[config.mk]
export PLATFORM = sky130hd
export DESIGN_NAME = unified_diff_line_classifier
export DESIGN_NICKNAME = d
export VERILOG_FILES = /design/src/udlc_pkg.sv /design/src/unified_diff_line_classifier.sv
export SDC_FILE = /design/constraint.sdc
export NUM_CORES = 1
export LEC_CHECK = 0
export BUFFER_PORTS_ARGS = -buffer_cell sky130_fd_sc_hd__buf_2
export CAP_MARGIN = 10
export CORE_ASPECT_RATIO = 0.75
export CORE_MARGIN = 5
export CORE_UTILIZATION = 50
export DETAILED_ROUTE_END_ITERATION = 8
export GPL_TIMING_DRIVEN = 1
export PLACE_DENSITY = 0.8
export SLEW_MARGIN = 20
export SYNTH_ARGS = -nofsm -noshare
export SYNTH_HDL_FRONTEND = slang
export SYNTH_SLANG_ARGS = --single-unit
[constraint.sdc]
create_clock -name clk -period 5.8 [get_ports clk]
set_input_delay 0.58 -clock clk [delete_from_list [all_inputs] [get_ports clk]]
set_output_delay 0.58 -clock clk [all_outputs]
set_load 0.1 [all_outputs]
[src/udlc_pkg.sv]
`default_nettype none

package udlc_pkg;

  localparam int FIFO_DEPTH = 4;
  localparam int FIFO_AW    = 2;
  localparam int TDATA_W    = 40;

  localparam logic [7:0] CH_NL    = 8'h0A;
  localparam logic [7:0] CH_SPACE = 8'h20;
  localparam logic [7:0] CH_PLUS  = 8'h2B;
  localparam logic [7:0] CH_MINUS = 8'h2D;
  localparam logic [7:0] CH_COMMA = 8'h2C;
  localparam logic [7:0] CH_AT    = 8'h40;

  localparam logic [3:0] CLS_PREAMBLE = 4'd0;
  localparam logic [3:0] CLS_FROM     = 4'd1;
  localparam logic [3:0] CLS_TO       = 4'd2;
  localparam logic [3:0] CLS_HUNK     = 4'd3;
  localparam logic [3:0] CLS_CONTEXT  = 4'd4;
  localparam logic [3:0] CLS_ADD      = 4'd5;
  localparam logic [3:0] CLS_DEL      = 4'd6;
  localparam logic [3:0] CLS_NOTE     = 4'd7;
  localparam logic [3:0] CLS_ERROR    = 4'd8;

  localparam logic [1:0] MODE_PREAMBLE  = 2'd0;
  localparam logic [1:0] MODE_EXP_TO    = 2'd1;
  localparam logic [1:0] MODE_EXP_HUNK  = 2'd2;
  localparam logic [1:0] MODE_IN_HUNK   = 2'd3;

  localparam int         PFX_LEN   = 4;
  localparam logic [2:0] PFX_DONE  = 3'd4;
  localparam logic [2:0] PFX_FAIL  = 3'd7;
  localparam int         NOTE_LEN  = 27;
  localparam logic [4:0] NOTE_DONE = 5'd27;
  localparam logic [4:0] NOTE_FAIL = 5'd31;
  localparam logic [4:0] HH_DONE   = 5'd15;
  localparam logic [4:0] HH_FAIL   = 5'd31;

  localparam logic [PFX_LEN*8-1:0]  MINUS_TEXT = "--- ";
  localparam logic [PFX_LEN*8-1:0]  PLUS_TEXT  = "+++ ";
  localparam logic [NOTE_LEN*8-1:0] NOTE_TEXT  = "\\ No newline at end of file";

  typedef struct packed {
    logic       done;
    logic       last;
    logic [1:0] mode;
    logic [31:0] num;
    logic [3:0] cls;
  } res_t;

  function automatic logic [2:0] pfx_adv(input logic [2:0] pos,
                                         input logic [PFX_LEN*8-1:0] txt,
                                         input logic [7:0] c);
    logic [7:0] ch;
    ch = 8'd0;
    if (pos >= PFX_DONE) begin
      return pos;
    end
    ch = txt[8*(PFX_LEN-1-int'(pos)) +: 8];
    return (ch == c) ? 3'(pos + 3'd1) : PFX_FAIL;
  endfunction

  function automatic logic [4:0] note_adv(input logic [4:0] pos, input logic [7:0] c);
    logic [7:0] ch;
    ch = 8'd0;
    if (pos >= NOTE_DONE) begin
      return pos;
    end
    ch = NOTE_TEXT[8*(NOTE_LEN-1-int'(pos)) +: 8];
    return (ch == c) ? 5'(pos + 5'd1) : NOTE_FAIL;
  endfunction

  function automatic logic [4:0] hunk_adv(input logic [4:0] ph, input logic [7:0] c);
    logic d;
    logic [4:0] r;
    d = (c >= "0") && (c <= "9");
    case (ph)
      5'd0, 5'd1, 5'd13, 5'd14: r = (c == CH_AT) ? 5'(ph + 5'd1) : HH_FAIL;
      5'd2:  r = (c == CH_SPACE) ? 5'd3 : HH_FAIL;
      5'd3:  r = (c == CH_MINUS) ? 5'd4 : HH_FAIL;
      5'd4:  r = d ? 5'd5 : HH_FAIL;
      5'd5:  r = d ? 5'd5 : (c == CH_COMMA) ? 5'd6 : (c == CH_SPACE) ? 5'd8 : HH_FAIL;
      5'd6:  r = d ? 5'd7 : HH_FAIL;
      5'd7:  r = d ? 5'd7 : (c == CH_SPACE) ? 5'd8 : HH_FAIL;
      5'd8:  r = (c == CH_PLUS) ? 5'd9 : HH_FAIL;
      5'd9:  r = d ? 5'd10 : HH_FAIL;
      5'd10: r = d ? 5'd10 : (c == CH_COMMA) ? 5'd11 : (c == CH_SPACE) ? 5'd13 : HH_FAIL;
      5'd11: r = d ? 5'd12 : HH_FAIL;
      5'd12: r = d ? 5'd12 : (c == CH_SPACE) ? 5'd13 : HH_FAIL;
      HH_DONE: r = HH_DONE;
      default: r = HH_FAIL;
    endcase
    return r;
  endfunction

endpackage

`default_nettype wire

[src/unified_diff_line_classifier.sv]
// With the queue empty, a result shows on out_tvalid in the cycle after its byte; a held
// "--- " line in a hunk is only resolved by a byte of the next line.
// Throughput: one byte per cycle while out_tready is high and each byte causes at most one
// result; a byte that causes two results (held dash line resolved as the next line ends)
// writes both together into a four-entry result queue, which absorbs the extra result.
// Reset (rst_n low, synchronous) empties the queue and returns the parser to preamble mode.
`default_nettype none

module unified_diff_line_classifier
  import udlc_pkg::*;
(
  input  wire logic               clk,
  input  wire logic               rst_n,
  input  wire logic               in_tvalid,
  output logic                    in_tready,
  input  wire logic [7:0]         in_tdata,   // [7:0] data_byte
  input  wire logic               in_tlast,   // end_of_input
  output logic                    out_tvalid,
  input  wire logic               out_tready,
  output logic [TDATA_W-1:0]      out_tdata,  // [3:0] line_class, [35:4] line_number,
                                              // [37:36] mode_after, zero above
  output logic                    out_tlast,  // run_last
  output logic                    out_tuser   // text_done
);

  logic [1:0]  mode_r, mode_nxt;
  logic        pend_r, pend_nxt;
  logic [2:0]  mp_r, mp_nxt;
  logic [2:0]  pp_r, pp_nxt;
  logic [4:0]  np_r, np_nxt;
  logic [4:0]  hp_r, hp_nxt;
  logic [7:0]  fc_r, fc_nxt;
  logic        hb_r, hb_nxt;
  logic [31:0] cnt_r, cnt_nxt;

  res_t                 fifo_r [FIFO_DEPTH];
  logic [FIFO_AW-1:0]   wr_ptr_r, rd_ptr_r;
  logic [FIFO_AW:0]     fcnt_r;

  logic        acc, pop, nl, eoi;
  logic [7:0]  c;
  logic        r0_v, r1_v;
  res_t        r0, r1, w0;
  logic [1:0]  push_n;

  assign c   = in_tdata;
  assign eoi = in_tlast;
  assign nl  = (c == CH_NL);
  assign acc = in_tvalid && in_tready;
  assign pop = out_tvalid && out_tready;

  assign in_tready  = (fcnt_r <= (FIFO_AW+1)'(FIFO_DEPTH - 2));
  assign out_tvalid = (fcnt_r != '0);
  assign out_tdata  = {{(TDATA_W-38){1'b0}}, fifo_r[rd_ptr_r].mode,
                       fifo_r[rd_ptr_r].num, fifo_r[rd_ptr_r].cls};
  assign out_tlast  = fifo_r[rd_ptr_r].last;
  assign out_tuser  = fifo_r[rd_ptr_r].done;

  always_comb begin
    logic [2:0]  mp, pp;
    logic [4:0]  np, hp;
    logic [7:0]  fc;
    logic        hb, minus, hh, hold;
    logic [1:0]  md;
    logic [3:0]  cls;
    logic [31:0] cn;
    mp = mp_r;
    pp = pp_r;
    np = np_r;
    hp = hp_r;
    fc = fc_r;
    hb = hb_r;
    md = mode_r;
    cn = cnt_r;
    minus = 1'b0;
    hh = 1'b0;
    hold = 1'b0;
    cls = CLS_PREAMBLE;
    r0 = '0;
    r1 = '0;
    r0_v = 1'b0;
    r1_v = 1'b0;
    pend_nxt = pend_r;
    if (!nl) begin
      if (!hb_r) begin
        fc = c;
      end
      hb = 1'b1;
      mp = pfx_adv(mp_r, MINUS_TEXT, c);
      pp = pfx_adv(pp_r, PLUS_TEXT, c);
      np = note_adv(np_r, c);
      hp = hunk_adv(hp_r, c);
    end

    if (pend_r) begin
      if (pp == PFX_DONE) begin
        md = MODE_EXP_TO;
        r0_v = 1'b1;
        r0.cls = CLS_FROM;
        pend_nxt = 1'b0;
      end else if (pp == PFX_FAIL || nl || eoi) begin
        r0_v = 1'b1;
        r0.cls = CLS_DEL;
        pend_nxt = 1'b0;
      end
      r0.num  = cnt_r;
      r0.mode = md;
    end

    if (nl || eoi) begin
      minus = (mp == PFX_DONE);
      hh    = (hp == HH_DONE);
      if (cnt_r != '1) begin
        cn = cnt_r + 32'd1;
      end
      case (md)
        MODE_PREAMBLE: begin
          if (minus) begin
            cls = CLS_FROM;
            md = MODE_EXP_TO;
          end else begin
            cls = CLS_PREAMBLE;
          end
        end
        MODE_EXP_TO: begin
          if (pp == PFX_DONE) begin
            cls = CLS_TO;
            md = MODE_EXP_HUNK;
          end else begin
            cls = CLS_ERROR;
          end
        end
        MODE_EXP_HUNK: begin
          if (hh) begin
            cls = CLS_HUNK;
            md = MODE_IN_HUNK;
          end else if (minus) begin
            cls = CLS_FROM;
            md = MODE_EXP_TO;
          end else begin
            cls = CLS_ERROR;
          end
        end
        default: begin
          if (hh) cls = CLS_HUNK;
          else if (minus && nl && !eoi) hold = 1'b1;
          else if (hb && fc == CH_SPACE) cls = CLS_CONTEXT;
          else if (hb && fc == CH_PLUS) cls = CLS_ADD;
          else if (hb && fc == CH_MINUS) cls = CLS_DEL;
          else if (np == NOTE_DONE) cls = CLS_NOTE;
          else cls = CLS_ERROR;
        end
      endcase
      if (hold) begin
        pend_nxt = 1'b1;
      end else begin
        r1_v = 1'b1;
        r1.cls  = cls;
        r1.num  = cn;
        r1.mode = md;
      end
      mp = '0;
      pp = '0;
      np = '0;
      hp = '0;
      fc = '0;
      hb = 1'b0;
    end

    r1.last = 1'b1;
    r1.done = eoi;
    r0.last = !r1_v;
    r0.done = eoi && !r1_v;

    if (eoi) begin
      mode_nxt = MODE_PREAMBLE;
      pend_nxt = 1'b0;
      cnt_nxt  = '0;
    end else begin
      mode_nxt = md;
      cnt_nxt  = cn;
    end
    mp_nxt = mp;
    pp_nxt = pp;
    np_nxt = np;
    hp_nxt = hp;
    fc_nxt = fc;
    hb_nxt = hb;
  end

  assign w0     = r0_v ? r0 : r1;
  assign push_n = acc ? (2'(r0_v) + 2'(r1_v)) : 2'd0;

  always_ff @(posedge clk) begin
    if (!rst_n) begin
      mode_r   <= MODE_PREAMBLE;
      pend_r   <= 1'b0;
      mp_r     <= '0;
      pp_r     <= '0;
      np_r     <= '0;
      hp_r     <= '0;
      fc_r     <= '0;
      hb_r     <= 1'b0;
      cnt_r    <= '0;
      wr_ptr_r <= '0;
      rd_ptr_r <= '0;
      fcnt_r   <= '0;
    end else begin
      if (acc) begin
        mode_r <= mode_nxt;
        pend_r <= pend_nxt;
        mp_r   <= mp_nxt;
        pp_r   <= pp_nxt;
        np_r   <= np_nxt;
        hp_r   <= hp_nxt;
        fc_r   <= fc_nxt;
        hb_r   <= hb_nxt;
        cnt_r  <= cnt_nxt;
      end
      wr_ptr_r <= wr_ptr_r + FIFO_AW'(push_n);
      if (pop) begin
        rd_ptr_r <= rd_ptr_r + FIFO_AW'(1);
      end
      fcnt_r <= fcnt_r + (FIFO_AW+1)'(push_n) - (FIFO_AW+1)'(pop);
    end
  end

  always_ff @(posedge clk) begin
    if (push_n != 2'd0) begin
      fifo_r[wr_ptr_r] <= w0;
    end
    if (push_n == 2'd2) begin
      fifo_r[wr_ptr_r + FIFO_AW'(1)] <= r1;
    end
  end

  a_fifo_bound: assert property (@(posedge clk) disable iff (!rst_n)
    fcnt_r <= (FIFO_AW+1)'(FIFO_DEPTH))
    else $error("result queue overfilled");

  a_pend_in_hunk: assert property (@(posedge clk) disable iff (!rst_n)
    pend_r |-> (mode_r == MODE_IN_HUNK))
    else $error("dash line held outside a hunk");

  a_eoi_reset: assert property (@(posedge clk) disable iff (!rst_n)
    (acc && eoi) |=> (mode_r == MODE_PREAMBLE && cnt_r == '0 && !pend_r && !hb_r))
    else $error("parser state not cleared after end of text");

  a_done_last: assert property (@(posedge clk) disable iff (!rst_n)
    (out_tvalid && out_tuser) |-> out_tlast)
    else $error("text end flagged on a result that is not last of its byte");

endmodule

`default_nettype wire
==> run metrics <==
post-layout min period=5417 ps; grt ovf=0; CP max-delay cell=o21ai_1; hold crit path type=reg2reg; DR WL/cell=approximately 21 µm; GR Layer Usage met2=a little over a third; GRT Total Usage=24.26%; footprint of the multi-input gates=around 0.0077 mm²; Crit Path Category=reg2reg; relative slew slack=between 20 and 25%; Register Area=0.006152 mm²; placed insts=1872; static leakage=5.294 nW; register area share after synthesis=a little over two fifths; Starting Density=50.39%; Final Hold Vio Count=0; largest net degree at the start of global routing=43; setup tns final=0 ps; Post-Syn Area=around 0.015 mm²; post-route insts no fill=roughly 1900; io pins=57; TritonCTS buffer count=25; met3 usage=4.437%; fillcell total=2486; flop-to-flop setup slack=~380 ps; CP required=6150 ps; Pwr Density=353.7 mW/mm²; vias in the first global route=11390; leading register cell type out of synthesis=edfxtp_1; Final period util=93.40%; synth warn=0; Die ar.=0.03269 mm²; die width=207.1 µm; core area=0.02892 mm²; clock-pin slew on the worst setup and hold paths=60 ps; DP Area=0.01501 mm²; Avg Vias per Cell=6.559; CP max stage delay=640 ps; routed via count=12570; FF+latch count, synth=229; post-synth cell types=93; Syn Area/Cell=9.467 µm²; final-report max-slew violation count=0; RSZ-0062 raised after global routing=false; worst slew pin tran=1150 ps; Final Skew=13.64 ps; FP Rows=54; CTS max path bufs=3; dpl hpwl=28.20 mm; area delta synth->final=8.596%; I/O Buffers=54; worst-path fanout max=12; global-route wire length before repair=64.97 mm; FFs w/ async S/R, synth=0%; CTS tree=done; max-cap viol count=0; H-tree depth=1; Synth Instances=1539; Post-DRT Antenna Nets=0; Fin Hold WS=465.9 ps; clk sinks=~230; crit start category=flip-flop; status=completed; Die Y=157.8 µm; crit end category=flip-flop; crit path cell chain=inv_1 > ha_1 > nor4bb_1 > a211o_1 > nor2_1 > nand4bb_1 > nor3_1 > o21bai_1 > o211ai_4 > inv_1 > ha_1 > o21ai_1 > or2_2 > o21ai_1 > nand2_1 > o31ai_1; Final setup viols=0; postcts setup bufs=0; root buf cell=clkbuf_16; gr busiest metal=met1; Highest Clock Rate=184.6 MHz; First DRT Iteration DRCs=about 1800; Nets=1535; drc violations=0; Max VDD drop=0.1931 mV; Clk Latency, worst-skew pair=520 ps; crit path DAT=~5800 ps; met1 GRT Util=about 37%; Pre-Repair DR Iteration Count=6; final instance area=0.01582 mm²; Post-Route WL=41.13 mm; Hold Buf Count CTS=0; layout cells sized above 1=15.42%; antenna cells=0; Resized cells post-CTS=0; EDFF count, synth=156; initial antenna violation count=0; GP Congestion=approximately 0.96
==> synthesized netlist by cell type, drive strengths merged, types with 19 or more instances <==
cell | n | area, µm²
o21ai | 170 | 854.6
nand2 | 166 | 623.1
edfxtp | 156 | 4684
nor2 | 123 | 549.3
clkbuf | 91 | 342.8
dfxtp | 73 | 1461
a21oi | 69 | 345.3
buf | 62 | 347.8
a22o | 59 | 516.8
nor3 | 43 | 225.2
mux4 | 40 | 900.9
o31ai | 36 | 275.3
and2 | 30 | 190.2
o22ai | 30 | 187.7
inv | 27 | 101.3
and3 | 26 | 177.7
nor2b | 26 | 162.7
mux2i | 23 | 230.2
nand3 | 23 | 115.1
xnor2 | 19 | 196.4
xor2 | 19 | 166.4
==> worst max-delay path: cells and delay by family, from the launching register on <==
family | cells | cell delay (ps)
AND/OR/NAND/NOR | 6 | 2100
AO/OA/AOI/OAI | 6 | 1670
flip-flops | 1 | 370
buffers and inverters | 2 | 240
adder cells (fa/ha/maj) | 2 | 880
==> final timing paths <==
path                         startpoint                    endpoint  cells past startpoint
max                hp_r[0]$_SDFFE_PN0P_     fifo_r[1][28]$_DFFE_PP_                     16
min          fifo_r[3][38]$_SDFFE_PP1P_  fifo_r[3][38]$_SDFFE_PP1P_                      1
max reg2reg        hp_r[0]$_SDFFE_PN0P_     fifo_r[1][28]$_DFFE_PP_                     16
min reg2reg  fifo_r[3][38]$_SDFFE_PP1P_  fifo_r[3][38]$_SDFFE_PP1P_                      1
==> cells in the final DEF, fill, tap and decap left out, types with 5 or more instances in the layout <==
cell type / netlist / final
nand2_1: 166 / 162
edfxtp_1: 156 / 156
o21ai_0: 154 / 154
nor2_1: 108 / 105
dfxtp_1: 73 / 70
a21oi_1: 69 / 69
a22o_1: 59 / 59
buf_2: 38 / 54
nor3_1: 41 / 41
mux4_2: 40 / 40
buf_4: 8 / 36
o31ai_1: 35 / 35
o22ai_1: 30 / 30
and2_1: 27 / 27
inv_1: 26 / 26
nor2b_1: 26 / 26
clkbuf_16: 0 / 25
and3_1: 23 / 23
mux2i_1: 23 / 23
nand3_1: 23 / 23
xor2_1: 19 / 19
nand2b_1: 18 / 18
nand4_1: 16 / 16
xnor2_1: 15 / 15
o21ai_1: 15 / 14
ha_1: 14 / 14
or3_1: 13 / 13
a211oi_1: 13 / 13
a31oi_1: 11 / 11
o211ai_1: 10 / 10
nor2_4: 10 / 10
nor4_1: 10 / 9
nor2_2: 5 / 8
a22oi_1: 8 / 8
nand3b_1: 7 / 7
and4_1: 7 / 7
nor3b_1: 6 / 6
or2_2: 6 / 6
clkbuf_1: 90 / 6
a311oi_1: 5 / 5
==> layout make-up <==
| cell class | instances | area share, % |
|---|---|---|
| Clock inverter | 12 | 0.9094 |
| Sequential cell | 229 | 38.88 |
| Clock buffer | 32 | 4.183 |
| Tap cell | 392 | 3.100 |
| Multi-Input combinational cell | 1131 | 48.49 |
| Inverter | 27 | 0.6405 |
| Timing Repair Buffer | 93 | 3.796 |
==> sequential cells by signal, indices dropped and copies added (netlist names), 2 cells and up, named ones only <==
name	count
mp_r	3
fcnt_r	3
rd_ptr_r	2
cnt_r	32
fifo_r	160
mode_r	2
hp_r	5
wr_ptr_r	2
fc_r	8
np_r	5
pp_r	3
==> cell families (layout without fill, tap and decap cells) <==
| group | count (synthesis) | after routing | synth area share [%] |
|---|---|---|---|
| AND/OR/NAND/NOR | 543 | 543 | 19.61 |
| AO/OA/AOI/OAI | 469 | 469 | 21.07 |
| flip-flops | 229 | 229 | 42.18 |
| buffers and inverters | 180 | 164 | 5.436 |
| multiplexers | 64 | 64 | 7.840 |
| XOR/XNOR | 38 | 38 | 2.490 |
| adder cells (fa/ha/maj) | 15 | 15 | 1.340 |
| other | 1 | 2 | 0.02574 |
==> power breakdown <==
group | internal (mW) | switching [mW]
registers | 1.83 | 0.145
logic | 0.546 | 1.48
clock network | 0.941 | 0.647
==> metrics by stage <==
step | worst slack [ps] | total power, mW | util, %
after global routing | 13.88 | 5.808 | 54.72
final | 382.9 | 5.596 | 54.72
after floorplan | 637.7 | 3.633 | -
after global placement | 557.5 | 4.011 | 51.92
after detailed placement | 431.3 | 4.027 | 51.92
after CTS | 536.5 | 5.598 | 54.70
==> layer usage <==
metal | wire [µm] | up-vias
met5 | 0 | -
met4 | 966 | 0
met3 | 4792 | 82
met2 | 17500 | 817
met1 | 17860 | 5960
li1 | - | 5709
No activity file was read; power rests on OpenSTA's default activity.
